==> config.mk <==
export PLATFORM = sky130hd
export DESIGN_NAME = lsf_div
export DESIGN_NICKNAME = d
export VERILOG_FILES = /design/src/hdl/lsf_pkg.sv /design/src/hdl/lsf_div.sv
export SDC_FILE = /design/constraint.sdc
export NUM_CORES = 1
export LEC_CHECK = 0
export BUFFER_PORTS_ARGS = -buffer_cell sky130_fd_sc_hd__buf_2
export CAP_MARGIN = 15
export CORE_MARGIN = 3
export CORE_UTILIZATION = 45
export DETAILED_ROUTE_END_ITERATION = 10
export PLACE_DENSITY = 0.73
export SKIP_CTS_REPAIR_TIMING = 1
export SLEW_MARGIN = 25
export SYNTH_ARGS = -nofsm -noshare
export SYNTH_HDL_FRONTEND = slang
export SYNTH_SLANG_ARGS = --single-unit
export TNS_END_PERCENT = 100
==> constraint.sdc <==
create_clock -name i_clk -period 12.7 [get_ports i_clk]
set_clock_uncertainty 0.1 [all_clocks]
set_input_delay 0.635 -clock i_clk [delete_from_list [all_inputs] [get_ports i_clk]]
set_output_delay 0.635 -clock i_clk [all_outputs]
set_load 0.02 [all_outputs]
==> src/hdl/lsf_pkg.sv <==
package lsf_pkg;

    localparam int SAMPLE_BITS = 16;
    localparam int MAX_POINTS  = 4096;
    localparam int IDX_W       = $clog2(MAX_POINTS + 1);
    localparam int WIN_W       = 12;

    // Accumulator widths follow from the sample width and the point count.
    localparam int SUM_W = SAMPLE_BITS + IDX_W - 1;
    localparam int SQ_W  = 2 * SAMPLE_BITS + IDX_W - 2;
    localparam int XY_W  = 2 * SAMPLE_BITS + IDX_W - 1;

    // Word widths of the shared arithmetic units.
    localparam int OP_W   = 64;
    localparam int WIDE_W = 2 * OP_W;

    localparam int RES_W  = 48;
    localparam int CORR_W = 32;

    typedef enum logic [1:0] {
        STATUS_OK,
        STATUS_BAD_WINDOW,
        STATUS_ZERO_X,
        STATUS_ZERO_Y
    } t_status;

    typedef struct packed {
        logic signed [SAMPLE_BITS-1:0] x_value;
        logic signed [SAMPLE_BITS-1:0] y_value;
        logic                          last;
    } t_point;

    typedef struct packed {
        t_status                  status;
        logic signed [RES_W-1:0]  slope;
        logic signed [RES_W-1:0]  intercept;
        logic [RES_W-1:0]         slope_error;
        logic [RES_W-1:0]         intercept_error;
        logic signed [CORR_W-1:0] correlation;
        logic [IDX_W-1:0]         points_used;
    } t_result;

endpackage

==> src/hdl/lsf_div.sv <==
module lsf_div (
    input  logic                         i_clk,
    input  logic                         i_rst_n,
    input  logic                         i_start,
    input  logic [lsf_pkg::WIDE_W-1:0]   i_num,
    input  logic [lsf_pkg::OP_W-1:0]     i_den,
    output logic                         o_done,
    output logic [lsf_pkg::OP_W-1:0]     o_quot,
    output logic                         o_ovf
);

    localparam int OW = lsf_pkg::OP_W;
    localparam int WW = lsf_pkg::WIDE_W;
    localparam int CW = $clog2(WW);
    localparam logic [CW-1:0] LAST_STEP = CW'(WW - 1);

    typedef enum logic [1:0] {S_IDLE, S_RUN, S_ROUND, S_DONE} t_state;

    t_state          r_state;
    logic [CW-1:0]   r_cnt;
    logic [WW-1:0]   r_num;
    logic [OW-1:0]   r_den;
    logic [OW-1:0]   r_rem;
    logic [OW-1:0]   r_q;
    logic            r_ovf;

    logic [OW:0]     c_rem2;
    logic [OW:0]     c_diff;
    logic            c_ge;
    logic            c_half;
    logic [OW:0]     c_inc;

    assign c_rem2 = {r_rem, r_num[WW-1]};
    assign c_diff = c_rem2 - {1'b0, r_den};
    assign c_ge   = (c_rem2 >= {1'b0, r_den});
    assign c_half = ({r_rem, 1'b0} >= {1'b0, r_den});
    assign c_inc  = {1'b0, r_q} + 1'b1;

    // Restoring division, one quotient bit per cycle; quotient bits that
    // leave the top of the register are kept as an overflow flag.
    always_ff @(posedge i_clk) begin
        if (!i_rst_n) begin
            r_state <= S_IDLE;
            r_cnt   <= '0;
        end else begin
            case (r_state)
                S_IDLE: begin
                    if (i_start) begin
                        r_num   <= i_num;
                        r_den   <= i_den;
                        r_rem   <= '0;
                        r_q     <= '0;
                        r_ovf   <= 1'b0;
                        r_cnt   <= '0;
                        r_state <= S_RUN;
                    end
                end
                S_RUN: begin
                    r_rem <= c_ge ? c_diff[OW-1:0] : c_rem2[OW-1:0];
                    r_q   <= {r_q[OW-2:0], c_ge};
                    r_ovf <= r_ovf | r_q[OW-1];
                    r_num <= {r_num[WW-2:0], 1'b0};
                    r_cnt <= r_cnt + 1'b1;
                    if (r_cnt == LAST_STEP) begin
                        r_state <= S_ROUND;
                    end
                end
                S_ROUND: begin
                    // Round to nearest, ties away from zero.
                    if (c_half) begin
                        r_q   <= c_inc[OW-1:0];
                        r_ovf <= r_ovf | c_inc[OW];
                    end
                    r_state <= S_DONE;
                end
                S_DONE: begin
                    r_state <= S_IDLE;
                end
                default: begin
                    r_state <= S_IDLE;
                end
            endcase
        end
    end

    assign o_done = (r_state == S_DONE);
    assign o_quot = r_q;
    assign o_ovf  = r_ovf;

endmodule

==> metrics.txt <==
hold_sp=i_den[20]; status=finished clean; setup TNS=0 ns; Max Buffers Root-to-Sink=3; clock latency on the worst-skew pair=0.56 ns; Clock Sinks=330; largest net degree at the start of global routing=84; row count=74; Worst Max-Slew Pin Slew=1.01 ns; post-route ant nets=0; RSZ-0062 raised after global routing=no; via count=13.9k; total length of routed wires=44600 µm; Final GP Congestion=0.900; post-synthesis sequential area ratio=52.0%; CP max-delay cell=buf_4; worst path buffer plus inverter count=5; Synthesized Nets=1955; area post-placement=0.0206 mm²; DIE AREA=0.0445 mm²; Peak Freq=204 MHz; post-route cell area=0.0219 mm²; R2R Path Start=r_state[1]$_SDFFE_PN0P_; vias in the first global route=13.7k; Final Cycle Share=38.7%; fin nets=2192; first-pass GRT wire length=71500 µm; Final setup viols=0; Post-synth top flop=edfxtp_1; core area=0.0411 mm²; total CTS buffers=39; WL per Instance=17.9 µm; pwr/cell area=220 mW/mm²; FF+latch count, synth=330; Cell Area, Synth=0.0189 mm²; Yosys top cell area share=51.1%; Lkg Pwr=0.00851 µW; CP max FO=77; Yosys warnings=0; I/O pin total=261; Final Max Slew Viols=0; Crit. Startpoint=r_state[1]$_SDFFE_PN0P_; crit-path cells=inv_1 > ha_4 > inv_1 > buf_4 > o21ai_0 > and2_4 > buf_4 > buf_4; min Tclk post-route=4.91 ns; CP arrival=4.98 ns; CP Launch Type=register; DP Wirelength=30900 µm; Max-Cap Viols=0; most instantiated library cell after synthesis=edfxtp_1; slowest stage delay, CP=0.87 ns; Starting Density=45.9%; DRC viols=0; Setup CP Type=register to register; worst hold path class=primary input to register; Port Buffers=260; CP Data Required Time=12.77 ns; gr ovfl total=0; Layout Area Growth over Synthesis=16.2%; EDFF count, synth=321; Synth area leader=edfxtp_1; vias per inst=5.59; clock root buffer=clkbuf_16; DRT Pass-1 Iters=5; GRT Overall Usage=19.6%; Hold Vio Cnt, Final=0; R2R setup slack=7.79 ns; Post-synth top cells=edfxtp_1 (321), nand2_1 (133), mux2_2 (127), nor2_1 (117), a21oi_1 (91); post-synthesis area per instance=11.2 µm²; CTS H-tree depth=2; initial antenna violation count=10; ys async rst share=0%; CP delay by family, top=buffers and inverters; top post-synthesis cells by area=edfxtp_1 (51%), mux2_2 (7.6%), ha_1 (4.7%); worst IR drop on VDD=0.000111 V; CTS tree=done; Max transition margin=32.7%; width of the die=211 µm; fin cells=2491; Critical Path Sink Type=register; most frequent CP cell=buf_4; initial drt markers=1090; synth unique cells=83; Worst-path clk slew=0.06 ns; layout cells sized above 1=24.8%; placed cell count=2416; post-synthesis cell count=1688; Die H=211 µm
-- worst paths after layout --
path | end | cells past startpoint
worst max register to register | r_rem[38]$_SDFFCE_PN0P_ | 8
worst min register to register | r_cnt[6]$_SDFFE_PN0P_ | 2
worst min-delay path | r_den[20]$_DFFE_PP_ | 1
worst max-delay path | r_rem[38]$_SDFFCE_PN0P_ | 8
-- per-stage QoR --
| stage | utilization, % | total power (µW) | hold WS (ns) | setup slack [ns] |
|---|---|---|---|---|
| global route | 53.4 | 5120 | 0.125 | 7.37 |
| detailed placement | 50.2 | 3690 | 0.382 | 7.70 |
| finish | 53.4 | 4820 | 0.153 | 7.79 |
| floorplan | - | 3250 | 0.355 | 3.07 |
| global placement | 50.2 | 3640 | 0.371 | 7.90 |
| CTS | 53.4 | 4850 | 0.118 | 7.73 |
-- layer usage --
metal  up-vias  share of wire (%)  global-route usage (%)
met1      6689                 43                    25.9
met4        10                2.5                    6.40
met2       409                 48                    32.3
met5         -               0.15                       0
met3        78                6.3                    4.28
li1       6740                  -                       -
-- flip-flops by register name, summed over array words and instances, names as in the netlist --
register / cells
r_den: 64
r_state: 2
o_ovf: 1
r_cnt: 7
r_rem: 64
o_quot: 64
r_num: 128
-- area by class of cell --
| class | count | area [µm²] |
|---|---|---|
| Antenna cell | 5 | 12.5 |
| Clock buffer | 45 | 998 |
| Clock inverter | 25 | 292 |
| Fill cell | 3661 | 19200 |
| Inverter | 89 | 334 |
| Multi-Input combinational cell | 1195 | 8450 |
| Sequential cell | 330 | 9820 |
| Tap cell | 532 | 666 |
| Timing Repair Buffer | 270 | 1380 |
-- layout by cell type, fill, tap and decap left out, types with 24 or more instances in the layout --
cell type	netlist	final
mux2i_1	44	44
a22oi_1	24	24
nor2_1	117	117
nand3_1	58	58
buf_2	2	260
nand4_1	36	36
a21oi_1	91	91
mux2_2	127	127
xnor2_1	50	50
o21ai_0	66	66
inv_1	88	88
xor2_1	49	49
a21o_1	36	36
nand2_1	133	133
clkbuf_16	0	39
edfxtp_1	321	321
o21ai_1	24	24
nor2b_1	38	38
ha_1	71	69
-- cells by family after synthesis --
group,count (synthesis),share of synthesized area (%)
AO/OA/AOI/OAI,364,12.6
XOR/XNOR,99,4.59
adder cells (fa/ha/maj),72,4.81
buffers and inverters,163,3.38
flip-flops,330,52.0
multiplexers,171,9.91
AND/OR/NAND/NOR,489,12.7
-- report_power, final --
part,switching [µW],internal (µW)
sequential,156,1600
clock,463,673
combinational,1150,777
No activity file was read; power rests on OpenSTA's default activity.
