<file path="config.mk">
export PLATFORM = sky130hd
export DESIGN_NAME = lsf_mul
export DESIGN_NICKNAME = d
export VERILOG_FILES = /design/src/hdl/lsf_pkg.sv /design/src/hdl/lsf_mul.sv
export SDC_FILE = /design/constraint.sdc
export NUM_CORES = 1
export LEC_CHECK = 0
export BUFFER_PORTS_ARGS = -buffer_cell sky130_fd_sc_hd__buf_2
export CAP_MARGIN = 20
export CORE_MARGIN = 2
export CORE_UTILIZATION = 40
export CTS_CLUSTER_SIZE = 12
export DETAILED_ROUTE_END_ITERATION = 7
export PLACE_DENSITY_LB_ADDON = 0.15
export SLEW_MARGIN = 20
export SYNTH_ARGS = -nofsm -noshare
export SYNTH_HDL_FRONTEND = slang
export SYNTH_SLANG_ARGS = --single-unit
</file>
<file path="constraint.sdc">
create_clock -name i_clk -period 19.4 [get_ports i_clk]
set_input_delay 0.97 -clock i_clk [delete_from_list [all_inputs] [get_ports i_clk]]
set_output_delay 0.97 -clock i_clk [all_outputs]
set_load 0.02 [all_outputs]
</file>
<file path="src/hdl/lsf_pkg.sv">
package lsf_pkg;

    localparam int SAMPLE_BITS = 16;
    localparam int MAX_POINTS  = 4096;
    localparam int IDX_W       = $clog2(MAX_POINTS + 1);
    localparam int WIN_W       = 12;

    // Accumulator widths follow from the sample width and the point count.
    localparam int SUM_W = SAMPLE_BITS + IDX_W - 1;
    localparam int SQ_W  = 2 * SAMPLE_BITS + IDX_W - 2;
    localparam int XY_W  = 2 * SAMPLE_BITS + IDX_W - 1;

    // Word widths of the shared arithmetic units.
    localparam int OP_W   = 64;
    localparam int WIDE_W = 2 * OP_W;

    localparam int RES_W  = 48;
    localparam int CORR_W = 32;

    typedef enum logic [1:0] {
        STATUS_OK,
        STATUS_BAD_WINDOW,
        STATUS_ZERO_X,
        STATUS_ZERO_Y
    } t_status;

    typedef struct packed {
        logic signed [SAMPLE_BITS-1:0] x_value;
        logic signed [SAMPLE_BITS-1:0] y_value;
        logic                          last;
    } t_point;

    typedef struct packed {
        t_status                  status;
        logic signed [RES_W-1:0]  slope;
        logic signed [RES_W-1:0]  intercept;
        logic [RES_W-1:0]         slope_error;
        logic [RES_W-1:0]         intercept_error;
        logic signed [CORR_W-1:0] correlation;
        logic [IDX_W-1:0]         points_used;
    } t_result;

endpackage

</file>
<file path="src/hdl/lsf_mul.sv">
module lsf_mul (
    input  logic                         i_clk,
    input  logic                         i_rst_n,
    input  logic                         i_start,
    input  logic [lsf_pkg::OP_W-1:0]     i_a,
    input  logic [lsf_pkg::OP_W-1:0]     i_b,
    output logic                         o_done,
    output logic [lsf_pkg::WIDE_W-1:0]   o_prod
);

    localparam int OW = lsf_pkg::OP_W;
    localparam int WW = lsf_pkg::WIDE_W;
    localparam int CW = $clog2(OW);
    localparam logic [CW-1:0] LAST_STEP = CW'(OW - 1);

    typedef enum logic [1:0] {S_IDLE, S_RUN, S_SIGN, S_DONE} t_state;

    t_state          r_state;
    logic [CW-1:0]   r_cnt;
    logic [OW-1:0]   r_mcand;
    logic [WW-1:0]   r_acc;
    logic            r_neg;

    logic [OW-1:0]   c_amag;
    logic [OW-1:0]   c_bmag;
    logic [OW:0]     c_sum;

    assign c_amag = i_a[OW-1] ? (~i_a + 1'b1) : i_a;
    assign c_bmag = i_b[OW-1] ? (~i_b + 1'b1) : i_b;
    assign c_sum  = {1'b0, r_acc[WW-1:OW]} + (r_acc[0] ? {1'b0, r_mcand} : {(OW+1){1'b0}});

    // Shift-and-add on magnitudes, one partial product per cycle.
    always_ff @(posedge i_clk) begin
        if (!i_rst_n) begin
            r_state <= S_IDLE;
            r_cnt   <= '0;
        end else begin
            case (r_state)
                S_IDLE: begin
                    if (i_start) begin
                        r_mcand <= c_amag;
                        r_acc   <= {{OW{1'b0}}, c_bmag};
                        r_neg   <= i_a[OW-1] ^ i_b[OW-1];
                        r_cnt   <= '0;
                        r_state <= S_RUN;
                    end
                end
                S_RUN: begin
                    r_acc <= {c_sum, r_acc[OW-1:1]};
                    r_cnt <= r_cnt + 1'b1;
                    if (r_cnt == LAST_STEP) begin
                        r_state <= S_SIGN;
                    end
                end
                S_SIGN: begin
                    if (r_neg) begin
                        r_acc <= ~r_acc + 1'b1;
                    end
                    r_state <= S_DONE;
                end
                S_DONE: begin
                    r_state <= S_IDLE;
                end
                default: begin
                    r_state <= S_IDLE;
                end
            endcase
        end
    end

    assign o_done = (r_state == S_DONE);
    assign o_prod = r_acc;

endmodule

</file>
==> results.cfg <==
[die]
io_pins = 260
die_w_um = 211.4
coreArea_mm2 = 0.04223
fp-row-count = 75
dieArea_mm2 = 0.04467
die_h_um = 211.4
initial_core_util_pct = 40.73

[place]
place_area_mm2 = 0.01894
dpl.hpwl_um = 42320
io_buffer_count = 259
place.gp.congestion = 0.9124

[yosys]
syn_nets = 2138
synthSimpleGateAreaFrac_pct = 21.32
ys_seq_area_share_pct = 34.63
ys_ff_latch = 201
ys_async_sr_fraction_pct = 0
synth_fa_ha_area_share_pct = 5.427
synth_top_family_by_area = simple AND/OR/NAND/NOR gates
synthCells = 1933
synthFlopType = edfxtp_1
yosys_warnings = 0
synth_xor_xnor_area_share_pct = 15.18
synth_cell_types = 75
synth-edff-count = 193
syn_avg_cell_area_um2 = 8.898
synth_compound_area_share_pct = 20.68
synth_area_mm2 = 0.01720
synthMuxAreaShare_pct = 0.1164

[clock_tree]
cts_max_path_buffers = 3
cts_sinks = 201
cts_buffers = 27
clk_pin_slew_ns = 0.06
post_cts_resized = 0
post_cts_buffers = 0
cts_tree = yes
clk_latency_ns = 0.56
ctsHoldBuffers = 0
clockRootBuffer = clkbuf_16
htreeDepth = 1

[worst_setup_path]
max_stage_delay_ns = 0.81
crit_chain = or4_4 -> or4_4 -> nor4_4 -> nand4_1 -> nor3_2 -> and3_1 -> nand4_1 -> nor3b_2 -> xnor2_1 -> a22o_1
worstPathRequired_ns = 19.71
crit_buf_inv = 0
cp.arrival_ns = 5.47
end_kind = register
reg2regPathDepth = 10
crit_fanout = 11
startpoint_type = register
crit_type = register to register
cp_top_family = simple AND/OR/NAND/NOR gates
timing.rr.start = o_prod[15]
r2r_end = o_prod[127]
crit_slowest_cell = nor3_2
timing.reg2reg.setup_slack_ns = 14.24

[power]
power_w = 0.002937
power.leakage_nw = 7.143
power_density_mw_per_mm2 = 148.5
irDropWorstVdd_uv = 93.25

[finish]
drive_gt1_share_pct = 16.23
final_util_pct = 46.84
n_fill_cell = 4168
fin_nets = 2342
stdcell_area_mm2 = 0.01978
area_delta_synth_final_pct = 15.00

[global_routing]
grt_pass1_wl_um = 87370
overflow = 0
first_global_vias = 15220
grtUsageTotal_pct = 24.70
antenna_found_initial = 7
grt_max_degree = 107

[hold_path]
hp-start = r_cnt[5]
min_path_type = register to register
holdPathStages = 2
hold_path_end = r_cnt[5]

[sta]
min_period_ns = 5.164
slew_violations = 0
clock_skew_ns = 0.01502
tightest_slew_ns = 0.9755
finalHoldViolCount = 0
period_share_pct = 26.62
tns_ns = 0
fmax_mhz = 193.6
setup_violations = 0
rsz0062_at_grt = no
relSlewSlack_pct = 34.97

[run_status]
status = finished, final reports clean

[drt]
dr.first_iter.drc_count = 1185
vias_per_cell = 5.981
vias = 16130
wl_met1_um = 26210
ant_nets = 0
first_pass_iters = 5
post_drt_wl_per_cell_um = 21.01
drc = 0
drt_wl_total_um = 56670
wl_met3_um = 3380
met2_length_um = 25500
top_layer = met5

[job]
max_cap_violations = 0
-- sequential cells by signal, summed over array words and instances (netlist names) --
name / flops
r_neg: 1
o_prod: 128
r_mcand: 64
r_cnt: 6
r_state: 2
-- synth_stat cells, types with 4 or more instances --
master | number | share of area (%)
nor3_1 | 68 | 2.0
inv_1 | 22 | 0.48
or2_2 | 13 | 0.47
buf_1 | 5 | 0.11
a21o_1 | 42 | 1.8
o41ai_1 | 17 | 0.87
o21ai_0 | 101 | 2.9
nand3_1 | 31 | 0.90
nor2b_1 | 19 | 0.69
a21oi_1 | 141 | 4.1
or4_4 | 8 | 0.52
a211oi_1 | 12 | 0.52
or3_1 | 49 | 1.8
nor2_1 | 151 | 3.3
o21a_1 | 6 | 0.26
and3_1 | 12 | 0.44
clkbuf_1 | 89 | 1.9
nand3b_1 | 4 | 0.17
a221oi_1 | 11 | 0.56
nor3b_1 | 4 | 0.17
a31o_2 | 4 | 0.20
and2_1 | 74 | 2.7
nor4_1 | 33 | 1.2
o21bai_1 | 12 | 0.52
nand2b_1 | 12 | 0.44
xnor2_1 | 203 | 10
a32oi_1 | 9 | 0.46
a31oi_1 | 12 | 0.44
o22ai_1 | 38 | 1.4
o31a_1 | 4 | 0.20
a22o_1 | 5 | 0.25
edfxtp_1 | 193 | 34
nand2_1 | 132 | 2.9
o31ai_1 | 43 | 1.9
or4_1 | 36 | 1.6
dfxtp_1 | 8 | 0.93
nand4_1 | 24 | 0.87
xor2_1 | 95 | 4.8
ha_1 | 73 | 5.3
a22oi_1 | 63 | 2.7
-- metal layers --
layer,GRT usage (%),vias to the layer above
met3,4.287,95
met4,6.751,10
met1,34.89,7846
met5,0,-
met2,38.93,497
li1,-,7682
-- layout make-up --
cell class | instances | area [um2] | share of cell area [%]
antenna | 2 | 5.005 | 0.02530
clock buffer | 37 | 723.2 | 3.656
clock inverter | 11 | 101.3 | 0.5124
inverter | 23 | 86.33 | 0.4365
multi-input combinational | 1613 | 10840 | 54.79
sequential | 201 | 5956 | 30.11
tap | 539 | 674.4 | 3.410
timing repair buffer | 271 | 1395 | 7.053
-- power by group --
group / internal (W) / switching, W / total [W] / leakage, nW
Clock: 0.000284 / 0.000196 / 0.000480 / 0.399
Sequential: 0.000692 / 0.000195 / 0.000887 / 1.91
Combinational: 0.000576 / 0.000994 / 0.00157 / 4.84
Total: 0.00155 / 0.00138 / 0.00294 / 7.14
-- how the worst max path moves through the flow --
| stage | from | endpoint | slack [ns] | cells after the start |
|---|---|---|---|---|
| 2_1_floorplan | i_start | o_prod[0] | 11.19 | 4 |
| 3_3_place_gp | o_prod[15] | o_prod[127] | 14.36 | 10 |
| 3_5_place_dp | o_prod[15] | o_prod[127] | 14.25 | 10 |
| 4_1_cts | o_prod[15] | o_prod[121] | 14.23 | 10 |
| 5_1_grt | o_prod[15] | o_prod[125] | 14.04 | 10 |
| 6_report | o_prod[15] | o_prod[127] | 14.24 | 10 |
-- cell families after synthesis --
group / count (synthesis)
AOI/OAI and AO/OA: 549
adders and majority gates: 74
and+or+nand+nor: 690
muxes: 2
xor gates and xnor gates: 298
DFF: 201
buffers and inverters: 119
-- stage by stage --
| stage | std cells | hold slack (ns) | setup slack (ns) |
|---|---|---|---|
| after floorplan | 1933 | 0.4584 | 11.19 |
| after detailed placement | 2647 | 0.4881 | 14.25 |
| after global placement | 2647 | 0.4734 | 14.36 |
| after global routing | 2697 | 0.5358 | 14.04 |
| after CTS | 2695 | 0.4970 | 14.23 |
| final | 2697 | 0.4937 | 14.24 |
-- cells in the final DEF (no fill, tap or decap), types with 9 or more instances in the layout --
cell / instances
or3_1: 49
o41ai_1: 17
nand4_1: 24
and2_1: 74
a32oi_1: 9
o21bai_1: 12
edfxtp_1: 193
nor4_1: 33
ha_1: 70
nand2_1: 132
and3_1: 11
nor2b_1: 19
buf_4: 13
a31oi_1: 12
nand3_1: 31
o21ai_0: 101
clkbuf_16: 27
nor2_1: 151
or4_1: 36
nor3_1: 68
buf_2: 257
a21o_1: 42
a221oi_1: 11
a21oi_1: 140
a211oi_1: 12
a22oi_1: 63
clkbuf_1: 9
inv_1: 22
nand2b_1: 12
o22ai_1: 38
or2_2: 13
xnor2_1: 203
o31ai_1: 43
xor2_1: 95
-- worst register-to-register path: stages (launching register included) --
cell      delay, ns
edfxtp_1       0.48
or4_4          0.58
or4_4          0.53
nor4_4         0.51
nand4_1        0.66
nor3_2         0.82
and3_1         0.43
nand4_1        0.31
nor3b_2        0.29
xnor2_1        0.08
a22o_1         0.22
No activity file was read; power rests on OpenSTA's default activity.
