## config.mk

```make
export PLATFORM = sky130hd
export DESIGN_NAME = lsf_sqrt
export DESIGN_NICKNAME = d
export VERILOG_FILES = /design/src/hdl/lsf_pkg.sv /design/src/hdl/lsf_sqrt.sv
export SDC_FILE = /design/constraint.sdc
export NUM_CORES = 1
export LEC_CHECK = 0
export BUFFER_PORTS_ARGS = -buffer_cell sky130_fd_sc_hd__buf_2
export CORE_ASPECT_RATIO = 0.5
export CORE_UTILIZATION = 40
export DETAILED_ROUTE_END_ITERATION = 10
export PLACE_DENSITY_LB_ADDON = 0.15
export SYNTH_ARGS = -nofsm -noshare
export SYNTH_HDL_FRONTEND = slang
export SYNTH_SLANG_ARGS = --single-unit
```

## constraint.sdc

```tcl
create_clock -name i_clk -period 21.5 [get_ports i_clk]
set_input_delay 3.225 -clock i_clk [delete_from_list [all_inputs] [get_ports i_clk]]
set_output_delay 3.225 -clock i_clk [all_outputs]
set_load 0.005 [all_outputs]
```

## src/hdl/lsf_pkg.sv

```systemverilog
package lsf_pkg;

    localparam int SAMPLE_BITS = 16;
    localparam int MAX_POINTS  = 4096;
    localparam int IDX_W       = $clog2(MAX_POINTS + 1);
    localparam int WIN_W       = 12;

    // Accumulator widths follow from the sample width and the point count.
    localparam int SUM_W = SAMPLE_BITS + IDX_W - 1;
    localparam int SQ_W  = 2 * SAMPLE_BITS + IDX_W - 2;
    localparam int XY_W  = 2 * SAMPLE_BITS + IDX_W - 1;

    // Word widths of the shared arithmetic units.
    localparam int OP_W   = 64;
    localparam int WIDE_W = 2 * OP_W;

    localparam int RES_W  = 48;
    localparam int CORR_W = 32;

    typedef enum logic [1:0] {
        STATUS_OK,
        STATUS_BAD_WINDOW,
        STATUS_ZERO_X,
        STATUS_ZERO_Y
    } t_status;

    typedef struct packed {
        logic signed [SAMPLE_BITS-1:0] x_value;
        logic signed [SAMPLE_BITS-1:0] y_value;
        logic                          last;
    } t_point;

    typedef struct packed {
        t_status                  status;
        logic signed [RES_W-1:0]  slope;
        logic signed [RES_W-1:0]  intercept;
        logic [RES_W-1:0]         slope_error;
        logic [RES_W-1:0]         intercept_error;
        logic signed [CORR_W-1:0] correlation;
        logic [IDX_W-1:0]         points_used;
    } t_result;

endpackage

```

## src/hdl/lsf_sqrt.sv

```systemverilog
module lsf_sqrt (
    input  logic                         i_clk,
    input  logic                         i_rst_n,
    input  logic                         i_start,
    input  logic [lsf_pkg::WIDE_W-1:0]   i_rad,
    output logic                         o_done,
    output logic [lsf_pkg::OP_W-1:0]     o_root
);

    localparam int OW = lsf_pkg::OP_W;
    localparam int WW = lsf_pkg::WIDE_W;
    localparam int RW = OW + 4;
    localparam int CW = $clog2(OW);
    localparam logic [CW-1:0] LAST_STEP = CW'(OW - 1);

    typedef enum logic [1:0] {S_IDLE, S_RUN, S_DONE} t_state;

    t_state          r_state;
    logic [CW-1:0]   r_cnt;
    logic [WW-1:0]   r_rad;
    logic [RW-1:0]   r_rem;
    logic [OW-1:0]   r_root;

    logic [RW-1:0]   c_cur;
    logic [RW-1:0]   c_trial;
    logic            c_ge;

    assign c_cur   = {r_rem[RW-3:0], r_rad[WW-1:WW-2]};
    assign c_trial = {2'b00, r_root, 2'b01};
    assign c_ge    = (c_cur >= c_trial);

    // Digit-by-digit square root: two radicand bits and one root bit per cycle.
    always_ff @(posedge i_clk) begin
        if (!i_rst_n) begin
            r_state <= S_IDLE;
            r_cnt   <= '0;
        end else begin
            case (r_state)
                S_IDLE: begin
                    if (i_start) begin
                        r_rad   <= i_rad;
                        r_rem   <= '0;
                        r_root  <= '0;
                        r_cnt   <= '0;
                        r_state <= S_RUN;
                    end
                end
                S_RUN: begin
                    r_rem  <= c_ge ? (c_cur - c_trial) : c_cur;
                    r_root <= {r_root[OW-2:0], c_ge};
                    r_rad  <= {r_rad[WW-3:0], 2'b00};
                    r_cnt  <= r_cnt + 1'b1;
                    if (r_cnt == LAST_STEP) begin
                        r_state <= S_DONE;
                    end
                end
                S_DONE: begin
                    r_state <= S_IDLE;
                end
                default: begin
                    r_state <= S_IDLE;
                end
            endcase
        end
    end

    assign o_done = (r_state == S_DONE);
    assign o_root = r_root;

endmodule
```

==> run_results.csv, run 1 <==
group,metric,value,unit
routing,drtIter0Drc,734,
logic_synthesis,syn_nets,1765,
worst_setup_path,crit_required,21680,ps
global_routing,overflow,0,
routing,drc,0,
clock_network,clk_pin_slew,70,ps
finish,drive_above_1_share,15.7,%
clock_network,clock_latency,570,ps
logic_synthesis,synth-seq-cells,266,
worst_setup_path,crit_arrival,5470,ps
routing,routed_wl,34800,um
pwr,p_leak,7.68,nW
pwr,ir_drop,0.0350,mV
clock_network,clock_path_buffers,3,
finish,stdcell_count,2220,
finish,area_growth,14.3,%
timing,fin_skew,13.6,ps
timing,fin_crit,5290,ps
clock_network,cts_root_buf,"clkbuf_16",
logic_synthesis,ys.flop_type,"edfxtp_1",
global_routing,grt_pass1_vias,11262,
clock_network,cts_buffers,27,
finish,final_util,47.3,%
timing,fmax,189,MHz
global_routing,antenna_found_initial,0,
timing,maxSlewViolCount,0,
routing,drt_first_pass_iters,5,
floorplanning,rows,49,
timing,worst_pin_slew,1070,ps
pwr,p_per_area,81.8,mW/mm2
logic_synthesis,ys.warnings.count,0,
placed_design,portBuffers,195,
placed_design,dp.cells,2173,
routing,wire_per_inst,15.7,um
global_routing,grt_usage,17.8,%
worst_setup_path,endpoint_kind,"flip-flop",
global_routing,busiest_layer,"met2",
worst_setup_path,criticalPathCategory,"input port to flip-flop",
worst_setup_path,cp-start-kind,"input port",
logic_synthesis,yosysSeqAreaShare,52.3,%
clock_network,cts_sinks,266,
global_routing,grt_use_met2,29.3,%
logic_synthesis,synth-edff-count,258,
timing,layout_worst_path_cycle_share,24.6,%
clock_network,cts_tree,"built",
routing,avgViaCountPerCell,5.13,
timing,final.setup.tns,0,ps
global_routing,grt_use_met1,24.7,%
floorplanning,io_pins,196,
placed_design,hpwlAfterDp,23900,um
hold_path,hp-class,"flip-flop to flip-flop",
timing,rsz0062_at_grt,"no",
global_routing,grt_pass1_wl,56800,um
floorplanning,core,0.0365,mm2
clock_network,cts_setup_buffers,0,
routing,route.vias.total,11388,
clock_network,cts-resized-gates,0,
status,outcome,"finished, final reports clean",
timing,setup_viol,0,
floorplanning,dieArea,0.0386,mm2
clock_network,ctsHoldBuffers,0,
worst_setup_path,crit_fanout,177,
timing,max_slew_margin,28.6,%
logic_synthesis,netlist_area,0.0151,mm2
global_routing,grt_max_degree,203,
placed_design,place_congestion,0.892,
run,drv_cap,0,
logic_synthesis,synth_cells,1567,
clock_network,htree_levels,1,
logic_synthesis,yosysUniqueCellTypes,72,
timing,hold_viol,0,
floorplanning,start_util,41.4,%
routing,ant_nets,0,
logic_synthesis,async_flop_share,0,%
finish,nets,1916,
logic_synthesis,avgSynthCellArea,9.65,um2
floorplanning,die_x,277,um
finish,antenna_cells,0,
global_routing,met3_usage,2.96,%
floorplanning,die_h,139,um
## placed cells by master, fill, tap and decap left out, drive strengths merged, types with 15 or more instances in the layout
master / n
buf: 200
ha: 67
clkbuf: 34
nand2: 442
xor2: 20
a21o: 34
xnor2: 39
inv: 81
edfxtp: 258
a21oi: 87
nand3: 17
nand4: 19
nor2: 171
o21ai: 38
mux2i: 50
a211oi: 15
## through the flow
stage	power, mW	setup WS (ps)	area, um2	hold WS [ps]
global placement	0.955	15700	16400	487
finish	1.41	16210	17300	503
global route	1.49	16040	17300	529
floorplan	0.892	6520	15100	484
CTS	1.43	16250	17300	503
detailed placement	0.961	15640	16400	497
## metal layers
metal	vias to the layer above	routed length (um)
met4	0	656
met2	237	16300
met1	5393	16400
li1	5713	-
met5	-	0
met3	45	1450
## synth_stat cells, types with 4 or more instances
| cell | n | area (um2) |
|---|---|---|
| a21oi_1 | 85 | 425 |
| nor3_1 | 8 | 40.0 |
| ha_1 | 67 | 838 |
| and2_1 | 11 | 68.8 |
| nor2_1 | 171 | 642 |
| o21a_1 | 6 | 45.0 |
| dfxtp_1 | 8 | 160 |
| a211oi_2 | 10 | 125 |
| a31oi_1 | 9 | 56.3 |
| a21o_1 | 34 | 255 |
| buf_2 | 9 | 45.0 |
| o21ai_1 | 4 | 20.0 |
| nand3_1 | 16 | 80.1 |
| mux2i_1 | 50 | 500 |
| a211oi_1 | 5 | 37.5 |
| nand4_1 | 19 | 119 |
| o211ai_1 | 4 | 30.0 |
| xnor2_1 | 39 | 342 |
| clkbuf_2 | 4 | 20.0 |
| inv_1 | 80 | 300 |
| and3_1 | 14 | 87.6 |
| xor2_1 | 20 | 175 |
| nor2b_1 | 8 | 50.1 |
| o21ai_0 | 33 | 165 |
| or3_1 | 5 | 31.3 |
| and4_1 | 4 | 35.0 |
| nand2b_1 | 8 | 50.1 |
| buf_6 | 6 | 67.6 |
| clkbuf_1 | 56 | 210 |
| edfxtp_1 | 258 | 7750 |
| nand2_1 | 440 | 1650 |
| a22oi_1 | 4 | 30.0 |
| o21bai_1 | 11 | 82.6 |
## flip-flops by register name, indices dropped and copies added (netlist names)
name / flops
r_cnt: 6
r_rad: 128
r_rem: 66
o_root: 64
r_state: 2
## layout make-up
cell class | instances | area (um2)
Timing Repair Buffer | 200 | 1040
Fill cell | 3537 | 19300
Tap cell | 484 | 606
Inverter | 80 | 300
Clock buffer | 34 | 702
Sequential cell | 266 | 7910
Multi-Input combinational cell | 1143 | 6590
Clock inverter | 13 | 138
## power breakdown
part | leakage [nW] | internal, mW | switching (mW)
clock | 0.406 | 0.256 | 0.207
sequential | 2.57 | 0.620 | 0.0148
combinational | 4.70 | 0.125 | 0.190
total | 7.68 | 1.00 | 0.413
## worst paths after layout
path	from	end	slack (ps)	depth (start not counted)
setup / recovery	i_start	r_rad[112]	16210	5
hold / removal	r_rad[76]	r_rad[78]	500	2
setup reg to reg	r_rem[13]	r_rem[5]	17230	13
hold reg to reg	r_rad[76]	r_rad[78]	500	2
## cell families (layout without fill, tap and decap cells)
kind of cell               Yosys count  after routing  share of synthesized area (%)
adders and majority gates           67             67                           5.54
and+or+nand+nor                    722            722                           20.0
DFF                                266            266                           52.3
buffers and inverters              158            327                           4.33
muxes                               52             52                           3.46
AOI/OAI and AO/OA                  243            243                           10.9
xor gates and xnor gates            59             59                           3.42
## worst max-delay path, stage by stage
cell and delay (ps):
buf_2 80, o21bai_1 180, nor2_4 170, buf_12 690, buf_4 970
Power figures use the tool's default switching activity.
==> inputs of run 2 (changes only) <==
- clock period: 21.5 -> 4.4 ns (I/O delays scaled with it)
==> run 2 against run 1 <==
  * Design area grew 1.0%
  * Clock-buffer cell count shrank 4
  * Routed wire length grew 2.8%
  * Sequential share of layout area shrank 0.46 points
  * Flip-flop and latch count is the same
  * Cell count grew 0.41%
  * Non-clock buffer count grew 7
  * Clock skew shrank 3.0 ps
  * Utilization grew 0.48 points
  * Sequential power grew to 4.9 times the previous value
  * Worst setup slack lost 16000 ps
  * Critical path depth grew 9
  * Critical endpoint is now r_rem[9]
  * Largest cell class unchanged
==> run_results.csv, run 2 (synthesis results as in run 1) <==
group,metric,value,unit
timing,fin_crit,3890,ps
floorplanning,start_util,41.4,%
worst_setup_path,crit_top_cell,"and4_4",
finish,stdcell_area,0.0175,mm2
routing,m1WireLength,16700,um
placed_design,portBuffers,195,
routing,drc,0,
floorplanning,rows,49,
timing,maxSlewViolCount,0,
finish,antenna_cells,0,
floorplanning,die_h,139,um
clock_network,clk_pin_slew,60,ps
timing,fin_skew,10.7,ps
finish,fillers,3513,
hold_path,hp-class,"input port to flip-flop",
finish,largest_register_ffs,128,
floorplanning,die_x,277,um
timing,layout_worst_path_cycle_share,88.5,%
clock_network,cts_setup_buffers,0,
global_routing,grt_max_degree,116,
worst_setup_path,r2r_cells,14,
global_routing,overflow,0,
worst_setup_path,worstReg2RegEnd,"r_rem[9]",
routing,wire_per_inst,16.0,um
floorplanning,core,0.0365,mm2
worst_setup_path,cp_cell_sequence,"inv_1 -> ha_1 -> and4_4 -> and4_4 -> o2111ai_1 -> nand3_2 -> a211oi_2 -> a21oi_2 -> nor3_4 -> o21ai_2 -> o21ba_4 -> buf_4 -> mux2i_1 -> nor2_1",
hold_path,min_to,"r_state[1]",
finish,area_growth,15.4,%
hold_path,holdCritStartpoint,"i_rst_n",
clock_network,cts_sinks,266,
timing,setup_slack,507,ps
global_routing,grt_pass1_vias,11536,
worst_setup_path,crit_required,4720,ps
worst_setup_path,slowest_delay,640,ps
clock_network,ctsHoldBuffers,0,
pwr,p_leak,7.76,nW
worst_setup_path,crit_fanout,33,
pwr,p_per_area,402,mW/mm2
clock_network,cts_buffers,28,
finish,nets,1924,
worst_setup_path,r2r-start,"o_root[13]",
floorplanning,dieArea,0.0386,mm2
timing,fmax,257,MHz
routing,drtIter0Drc,715,
timing,hold_viol,0,
clock_network,cts-resized-gates,0,
worst_setup_path,cp_slowest_cell,"o21ba_4",
timing,setup_viol,0,
routing,avgViaCountPerCell,5.13,
timing,worst_pin_slew,1110,ps
routing,route.vias.total,11436,
placed_design,dp.cells,2180,
clock_network,htree_levels,1,
finish,final_common_cell,"nand2_1",
routing,route.met3.wl,1430,um
routing,ant_nets,0,
routing,top_layer,"met4",
pwr,ir_drop,0.300,mV
worst_setup_path,crit_arrival,4210,ps
worst_setup_path,r2r_slack,510,ps
worst_setup_path,criticalPathCategory,"flip-flop to flip-flop",
placed_design,placed_cell_area,0.0166,mm2
run,drv_cap,0,
finish,regMostFlops,"r_rad",
global_routing,antenna_found_initial,0,
clock_network,cts_tree,"built",
finish,drive_above_1_share,16.3,%
routing,drt_first_pass_iters,4,
global_routing,grt_usage,18.5,%
placed_design,hpwlAfterDp,25100,um
timing,final.setup.tns,0,ps
worst_setup_path,cp-start-kind,"flip-flop",
finish,stdcell_count,2229,
placed_design,dp_slack,489,ps
clock_network,clock_latency,580,ps
hold_path,holdPathStages,2,
placed_design,place_congestion,0.901,
clock_network,cts_root_buf,"clkbuf_16",
global_routing,grt_pass1_wl,58900,um
routing,dr_wl_met2,17000,um
status,outcome,"finished, final reports clean",
clock_network,clock_path_buffers,3,
timing,rsz0062_at_grt,"no",
timing,max_slew_margin,25.6,%
finish,final_cell_mix,"nand2_1, edfxtp_1, buf_2, nor2_1, a21oi_1",
floorplanning,io_pins,196,
worst_setup_path,endpoint_kind,"flip-flop",
routing,routed_wl,35700,um
## run 2: worst max-delay path, delay by kind of cell (launching register included)
| kind | cells | cell delay [ps] |
|---|---|---|
| AOI/OAI and AO/OA | 5 | 1290 |
| muxes | 1 | 240 |
| buffers and inverters | 2 | 460 |
| DFF | 1 | 350 |
| adders and majority gates | 1 | 430 |
| and+or+nand+nor | 5 | 830 |
## run 2: cell type report
type                       instances  area [um2]  share of cell area (%)
multi-input combinational       1143        6600                    37.8
sequential                       266        7910                    45.3
clock inverter                    19         179                    1.03
tap                              484         606                    3.47
clock buffer                      30         708                    4.06
timing repair buffer             207        1150                    6.61
inverter                          80         300                    1.72
## run 2: worst max-delay path by stage
stage	from	endpoint	slack, ps	cells after the start
2_1_floorplan	i_rst_n	o_root[0]	-630	2
3_3_place_gp	r_rem[13]	r_rem[6]	620	13
3_5_place_dp	o_root[13]	r_rem[4]	490	14
4_1_cts	o_root[13]	r_rem[9]	470	14
5_1_grt	o_root[31]	r_rem[9]	160	14
6_report	o_root[13]	r_rem[9]	510	14
## run 2: per-layer routing
layer  up-vias  global-route usage (%)
li1       5741                       -
met1      5437                    24.9
met2       216                    31.2
met3        42                    3.12
met4         0                    4.04
met5         -                       0
## run 2: per-stage QoR
step                hold WS, ps  power, mW  util (%)
finish                      326       7.02      47.8
global route                313       7.41      47.8
CTS                         295       7.10      47.8
detailed placement          495       4.72      45.3
global placement            487       4.69      45.3
floorplan                   484       4.32         -
## run 2: power breakdown
part | switching, mW | leakage (nW) | internal, mW
clock network | 1.07 | 0.432 | 1.29
logic | 0.939 | 4.76 | 0.625
registers | 0.0742 | 2.57 | 3.02
